**config.mk**
```make
export PLATFORM = sky130hd
export DESIGN_NAME = vqm_ram
export DESIGN_NICKNAME = d
export VERILOG_FILES = /design/src/rtl/vqm_ram.sv
export SDC_FILE = /design/constraint.sdc
export NUM_CORES = 1
export LEC_CHECK = 0
export BUFFER_PORTS_ARGS = -buffer_cell sky130_fd_sc_hd__buf_2
export CAP_MARGIN = 15
export CORE_UTILIZATION = 65
export DETAILED_ROUTE_END_ITERATION = 7
export GPL_TIMING_DRIVEN = 0
export PLACE_DENSITY = 0.93
export SLEW_MARGIN = 20
export SYNTH_ARGS = -nofsm -noshare
export SYNTH_HDL_FRONTEND = slang
export SYNTH_SLANG_ARGS = --single-unit
```
**constraint.sdc**
```tcl
create_clock -name clk -period 3.8 [get_ports clk]
set_input_delay 0.76 -clock clk [delete_from_list [all_inputs] [get_ports clk]]
set_output_delay 0.76 -clock clk [all_outputs]
set_load 0.02 [all_outputs]
```
**src/rtl/vqm_ram.sv**
```systemverilog
module vqm_ram #(
  parameter int WIDTH = 8,
  parameter int DEPTH = 16
) (
  input  logic                     clk,
  input  logic                     we,
  input  logic [$clog2(DEPTH)-1:0] waddr,
  input  logic [WIDTH-1:0]         wdata,
  input  logic                     re,
  input  logic [$clog2(DEPTH)-1:0] raddr,
  output logic [WIDTH-1:0]         rdata
);

  logic [WIDTH-1:0] mem [DEPTH];
  logic [WIDTH-1:0] rdata_r;

  always_ff @(posedge clk) begin
    if (we) begin
      mem[waddr] <= wdata;
    end
    if (re) begin
      rdata_r <= mem[raddr];
    end
  end

  assign rdata = rdata_r;

endmodule
```
==> results of run 1 <==
## stage by stage
| stage | cell area, um^2 | hold WS [ns] | setup slack (ns) | power, mW | std cells |
|---|---|---|---|---|---|
| 2_1_floorplan | 5230 | 0.705 | 1.55 | 1.82 | 229 |
| 3_3_place_gp | 5480 | 0.731 | 0.929 | 1.88 | 356 |
| 3_5_place_dp | 5490 | 0.765 | 1.30 | 1.90 | 356 |
| 4_1_cts | 6060 | 0.566 | 1.85 | 3.43 | 388 |
| 5_1_grt | 6070 | 0.577 | 1.82 | 3.50 | 388 |
| 6_report | 6070 | 0.579 | 1.84 | 3.43 | 388 |
## path summary, 6_finish.rpt
| check | start | end | slack [ns] | cells past startpoint |
|---|---|---|---|---|
| max | waddr[2] | mem[2][5] | 1.84 | 3 |
| min | re | rdata[1] | 0.58 | 1 |
| min reg2reg | mem[11][3] | rdata[3] | 0.78 | 3 |
| max reg2reg | mem[1][0] | rdata[0] | 2.14 | 3 |
## routing by layer
layer / up-vias / track usage (%)
li1: 1073 / -
met1: 1347 / 40.8
met2: 149 / 40.9
met3: 22 / 6.72
met4: 0 / 13.0
met5: - / 0
## worst register-to-register path: stages (launching register included)
cell and delay (ns):
edfxtp_1 0.37, mux4_1 0.53, a22oi_1 0.37, nand2_1 0.13
## cells by family after synthesis
family	Yosys count
mux	32
flops	136
compound gates	16
simple gates	35
buf+inv	10
## cell usage in the layout (no fill, tap or decap)
cell type	n
clkbuf_16	16
nand3b_1	2
clkinv_2	1
bufinv_16	2
edfxtp_1	136
nand2b_1	2
a22oi_1	16
buf_6	3
mux4_1	14
buf_2	28
clkinv_1	3
nor2_1	13
nand3_1	1
mux4_2	18
and2_1	1
or3b_2	1
clkdlybuf4s25_2	3
nor3_2	4
and2b_1	1
nand2_1	9
buf_4	1
nor2b_1	1
clkbuf_8	1
inv_6	4
clkinv_4	2
clkinvlp_4	3
## area by class of cell
| class | instances | area, um^2 |
|---|---|---|
| Fill cell | 396 | 1700 |
| Buffer | 10 | 86.3 |
| Clock inverter | 15 | 151 |
| Clock buffer | 17 | 414 |
| Tap cell | 102 | 128 |
| Timing Repair Buffer | 25 | 125 |
| Multi-Input combinational cell | 83 | 1080 |
| Sequential cell | 136 | 4080 |
## power groups by stage
stage	Clock [mW]	Sequential [mW]	Combinational (mW)
final	1.56	1.70	0.169
after global routing	1.63	1.70	0.178
after CTS	1.56	1.70	0.168
after detailed placement	0	1.73	0.166
after global placement	0	1.73	0.156
after floorplan	0	1.74	0.0853
## flip-flops by register name (all words and copies together), names as in the netlist
signal  flops
mem       128
rdata       8
==> impl.org, run 1 <==
** Power
- Summed over all cells, the static leakage comes to 2.03 nW.
- In this run switching power makes up 21.5% of total power.
- P per Cell Area :: 565 mW/mm^2
- Internal Power :: between 2 and 3 mW
- Of the total power, combinational logic draws 4.9%.
- Max rail drop VDD :: 431 uV
- Sequential group share of total power :: between 40% and 50%
- The analysis attributes to net switching a power of 0.738 mW.
- The clock network burns between 40% and 50% of the power.

** Min path
- The tightest min-delay check is of the input port to register type.

** Logic synthesis
- Main synth FF type :: edfxtp_1
- Most frequent cells after synthesis :: edfxtp_1 (136), mux4_2 (18), a22oi_1 (16)
- In this run, synthesis produced a sequential element count of 136.
- Yosys printed 0 warnings.
- Mapped Area :: around 0.0052 mm^2
- Synthesis handed over a netlist of 229 instances.
- Most instantiated library cell after synthesis :: edfxtp_1
- Post-synthesis compound-gate area fraction :: 2.30%
- Simple-Gate Fraction of Synth Area :: ~3.1%
- Combinational family with the most area after synthesis :: multiplexers
- Summed over all instances, the cell type with the most area after synthesis is edfxtp_1.
- After Yosys synthesis, XOR and XNOR cells account for 0% of the synthesized area.
- Number of different library cells in the post-synthesis netlist :: 18
- Synthesized netlist net count :: approximately 250
- Multiplexer share of the synthesized area :: 14.8%
- Share of synthesized cell area in full adder, half adder and majority cells :: 0%
- Sequential element share of the synthesized area :: 78.1%
- Summed over its instances, the top area cell type makes up 78.1% of the synthesized netlist area.
- Yosys attributes the largest share of cell area to edfxtp_1 (78%), mux4_2 (7.8%), mux4_1 (7.0%).
- Share of synthesized registers carrying an async set or reset :: 0%
- The average instance in the mapped netlist occupies 22.8 um^2.
- EDFF count, synth :: 136

** Drt
- DRC Markers :: 0
- DR vias :: 2591
- Detailed-routing wirelength on met1 :: around 4.4 mm
- Met2 wirelength from detailed routing :: 5.01 mm
- DR top layer :: met4
- In the final routed layout, each cell accounts on average for 27.0 um.
- Summed over all nets, wire length on met3 after detailed routing comes to approximately 770 um.
- Number of vias per cell after detailed routing :: around 6.7
- Detail Route Antenna Nets :: 0
- In this run, the number of DRC markers left after iteration 0 of detailed routing was 347.
- Summed over all layers, the routed wires come to 10.5 mm.
- DR pass1 iterations :: 5

** Place
- The wire-length estimate of the detail-placed layout is 6.30 mm.
- Routability-driven placement finished with a final weighted congestion of ~0.78.
- In this run the tool buffered the top-level ports with 25 buffer cells.

** Critical path
- Along the worst path, the maximum fanout reaches 8.
- The worst setup path is captured at a register.
- Traced cell by cell, the critical path runs through buf_2 -> or3b_2 -> nor2_1.
- Data required time at the worst endpoint :: 3.95 ns
- Arr. time, crit path :: 2.10 ns
- Critical path's top delay family :: simple AND/OR/NAND/NOR gates
- The number of buffers and inverters on the critical path is 1.
- Peak per-stage delay on the critical path :: 0.68 ns
- The worst setup path is of the input port to register kind.
- Among all stages on the critical path, the largest delay is contributed by nor2_1.
- Critical path launch point type :: input port

** Clocking
- CTS placed an instance of clkbuf_8 at the clock tree root.
- Cts repair resizes :: 0
- Total CTS buffers :: 17
- Number of buffers between clock root and the deepest sink :: 2
- Number of buffers inserted to repair setup after CTS :: 0
- Clock-pin slew was measured on the worst setup and hold paths at 0.06 ns.
- Total of hold buffers inserted after clock tree synthesis :: 0
- The later pin in the worst-skew pair is clocked with a latency of 0.52 ns.
- CTS built an H-tree with a depth of 4.
- TritonCTS clock tree :: yes
- Clock tree synthesis found a total of roughly 140 sinks.

** Layout
- Antenna cell count :: 0
- Final core utilization :: 78.1%
- From synthesis to final layout, the design area changed by 16.0%.
- For this run, the post-layout net count is around 290.
- Cells with a size suffix above 1 make up 30.4% of the layout.

** Floorplan
- Once the floorplan was initialized, standard cells occupied 67.3% of the core.
- For this design the top-level I/O count stands at 27.
- Measured along the y axis, the die boundary spans slightly above 90 um.
- The floorplan step set the die width to 91.7 um.
- # rows :: 32
- In this run the standard cell core region covers 0.00777 mm^2.
- Die Outline Area :: 0.00841 mm^2

** Global routing
- Global route total overflow :: 0
- Global routing used 27.9% of the available tracks.
- The number of global-route vias before repair was 2581.
- The first global-routing pass estimated about 16 mm of wire.
- The initial antenna violation count is 0.
- Pin count of the biggest net entering global routing :: 17

** STA
- Worst slew margin relative to its limit :: 41.4%
- Of the available clock period, the critical path in the final layout requires 51.5%.
- Final critical-path required period :: about 2 ns
- Hold violation count in the final report :: 0
- Worst clock skew on the final layout :: 0.00515 ns
- Final count of pins violating max slew :: 0
- Setup repair after global routing left no endpoint under its margin.
- Final setup fails :: 0
- Final sum of negative setup slack :: 0 ns
- At the pin with the least slew margin, the transition time is 0.875 ns.
- Timing would allow up to 511 MHz.

** Outcome
- Run status :: finished clean

** Run
- Max-capacitance violation count :: 0
No activity file was read; power rests on OpenSTA's default activity.
==> run 2: changes to the inputs <==
Settings changed: CORE_UTILIZATION 65 to 60, PLACE_DENSITY 0.93 to 0.87.
Clock period 3.8 ns to 1.8 ns, I/O delays scaled along.
==> run 2 against run 1 <==
  * Flip-flop and latch count unchanged
  * Register-to-register slack worse by 1.9 ns
  * Worst hold slack worse by 0.38 ns
  * Critical path depth did not move
  * Cell count grew 0.77%
  * Largest power group is now clock
  * Die area grew 8.1%
  * Non-clock buffer count unchanged
  * Combinational power increased by 110%
  * Critical path type is now register to register
  * Worst setup slack worse by 1.6 ns
  * First-iteration DRC count grew 2.6%
  * Clock-buffer cell count up 1
==> impl.org, run 2 (synthesis results as in run 1) <==
** Outcome
- The flow ran to the end, and the final reports show no timing, DRC or antenna violations.

** Drt
- After detailed routing, the number of vias per cell comes to approximately 6.5.
- After detailed routing, the number of remaining DRC violations is 0.
- Detail Route Antenna Nets :: 0
- Routed length per placed instance :: 27.0 um
- Across all layers, the routed design uses approximately 2600 vias.
- For this run, the detailed router's first-pass iteration total came to 5.
- The first routing iteration left 356 violations.
- The routed design has 10.6 mm of wire.

** Floorplan
- # rows :: 33
- Die Outline Area :: 0.00909 mm^2
- After floorplanning, the core was sized to cover 0.00834 mm^2.
- For this design the top-level I/O count stands at 27.
- Horizontal extent of the die :: between 90 and 100 um
- Initial core utilization :: between 60% and 70%
- Die height :: roughly 95 um

** Layout
- More flip-flops sit in one register than any other, and that register is mem.
- The number of antenna diodes in the final layout is 0.
- Share of final-layout standard cells stronger than drive strength 1 :: between 30% and 40%
- The count of cells in the finished layout, fillers not included, comes to 391.
- Most common library cell in the layout ignoring fill and taps :: edfxtp_1
- Layout-stage area growth over the synthesis result :: 17.6%
- Highest-count cells in the layout ignoring fill and taps :: edfxtp_1 (136), buf_2 (28), mux4_2 (18)
- Filler cell count in the final layout :: 453
- Flip-flop count of the largest register, all copies and words added :: 128
- Final core utilization :: 73.7%
- The finished cells cover about 0.0061 mm^2.
- Layout net count :: 292

** Clocking
- Total CTS buffers :: 17
- Gates resized during post-CTS repair numbered 0.
- TritonCTS clock tree :: yes
- Clock Latency Late Sink :: approximately 0.52 ns
- Library cell used as clock root buffer :: clkbuf_8
- CTS Sinks :: 136
- Number of buffers between clock root and the deepest sink :: 2
- Total of hold buffers inserted after clock tree synthesis :: 0
- H-tree depth reported by CTS :: 4
- Reg clk slew, reported paths :: around 0.060 ns
- In this run the post-CTS setup repair buffer count came out at 0.

** Critical path
- Peak per-stage delay on the critical path :: approximately 0.58 ns
- Endpoint of the most critical register-to-register path :: rdata[1]
- Reg-to-reg critical path startpoint :: mem[5][1]
- Arr. time, crit path :: 1.85 ns
- The worst setup path is captured at a register.
- The critical path is of the register to register type.
- Data required time at the worst endpoint :: 2.06 ns
- R2r worst-path depth :: 3
- Traced cell by cell, the critical path runs through mux4_1 -> a22oi_1 -> nand2_1.
- The number of buffers and inverters on the critical path is 0.
- The kind of cell with the highest combined delay along the critical path is multiplexers.
- CP max FO :: 1
- The worst setup path is launched from a register.
- Among all stages on the critical path, the largest delay is contributed by mux4_1.
- Reg2reg setup slack :: 0.21 ns

** Global routing
- Across every metal layer, demand over resource in global routing totals about a quarter.
- The number of global-route vias before repair came to approximately 2500.
- The initial antenna violation count was 0.
- After global routing the overflow that remains totals 0.
- Wire length of the first global-routing pass :: 15.7 mm
- Pin count of the biggest net entering global routing :: 17

** Min path
- Counting instances, the worst hold path has a depth of 1.
- The startpoint identified for the worst hold timing path is re.
- The path with the worst hold slack has its endpoint at rdata[6].
- Class of the tightest hold or removal check :: input port to register

** STA
- Final sum of negative setup slack :: 0 ns
- Final setup fails :: 0
- The total count of max-transition violations in the final report was 0.
- The routed design could run at a clock period as short as approximately 1.6 ns.
- The worst pin sits at a relative slew slack of 43.9%.
- Hold violation count in the final report :: 0
- Slew at the pin with the worst max-slew slack :: approximately 0.84 ns
- Based on the critical path, the design can be clocked at up to 630 MHz.
- Worst clock skew on the final layout :: 0.00490 ns
- Setup repair after global routing left no endpoint under its margin.
- After layout, the worst path uses 88.2% of the clock period.

** Power
- Leakage :: a little over 2 nW
- Total Power :: 7.65 mW
- In this run the power density over the cells is about 1200 mW/mm^2.
- IR analysis of the VDD net gives a maximum drop of approximately 1000 uV.

** Run
- The tool flagged a number of max-cap violations equal to 0.

** Place
- Area post-placement :: 0.00550 mm^2
- The number of placed instances, taps included, is 359.
- The HPWL after detailed placement is 6.40 mm.
- During placement, the flow inserted port buffers numbering 25.
- Routability-driven placement finished with a final weighted congestion of 0.742.
==> run 2: cell types whose count changed in the layout (fill, tap and decap cells not counted) <==
cell / before / now
bufinv_16: 2 / 5
clkinv_2: 1 / 0
clkinv_1: 3 / 0
inv_6: 4 / 1
clkinv_4: 2 / 4
clkbuf_1: 0 / 1
clkinvlp_4: 3 / 4
==> run 2: metal layers <==
layer / share of wire (%) / global-route usage, % / vias to the layer above
li1: - / - / 1071
met1: 40 / 37.5 / 1303
met2: 49 / 39.8 / 155
met3: 8.6 / 6.46 / 25
met4: 2.4 / 12.1 / 0
met5: 0 / 0 / -
==> run 2: how the worst max path moves through the flow <==
stage	from	endpoint	slack, ns	cells after the start
final	mem[5][1]	rdata[1]	0.21	3
after global routing	mem[1][1]	rdata[1]	0.16	3
after CTS	mem[5][1]	rdata[1]	0.20	3
after detailed placement	we	mem[12][2]	-0.27	3
after global placement	waddr[2]	mem[8][2]	-0.31	3
after floorplan	raddr[0]	rdata[1]	0.16	5
==> run 2: area by class of cell <==
cell class	instances	area, um^2	area share, %
Sequential cell	136	4080	66.4
Buffer	10	86.3	1.40
Tap cell	105	131	2.14
Timing Repair Buffer	25	125	2.04
Multi-Input combinational cell	83	1080	17.5
Clock inverter	14	224	3.64
Clock buffer	18	418	6.80
==> run 2: worst register-to-register path: cells and delay by family (launching register included) <==
kind	cells	cell delay, ns
multiplexers	1	0.58
AND/OR/NAND/NOR	1	0.10
AO/OA/AOI/OAI	1	0.28
flip-flops	1	0.37
==> run 2: stage by stage <==
| step | worst slack (ns) | hold WS, ns |
|---|---|---|
| global placement | -0.310 | 0.693 |
| finish | 0.213 | 0.196 |
| floorplan | 0.158 | 0.459 |
| global route | 0.165 | 0.179 |
| CTS | 0.203 | 0.173 |
| detailed placement | -0.269 | 0.719 |
==> run 2: report_power, final <==
| group | switching, mW | internal, mW | leakage, nW |
|---|---|---|---|
| clock network | 1.30 | 2.40 | 0.298 |
| registers | 0.0195 | 3.57 | 1.24 |
| logic | 0.219 | 0.138 | 0.523 |
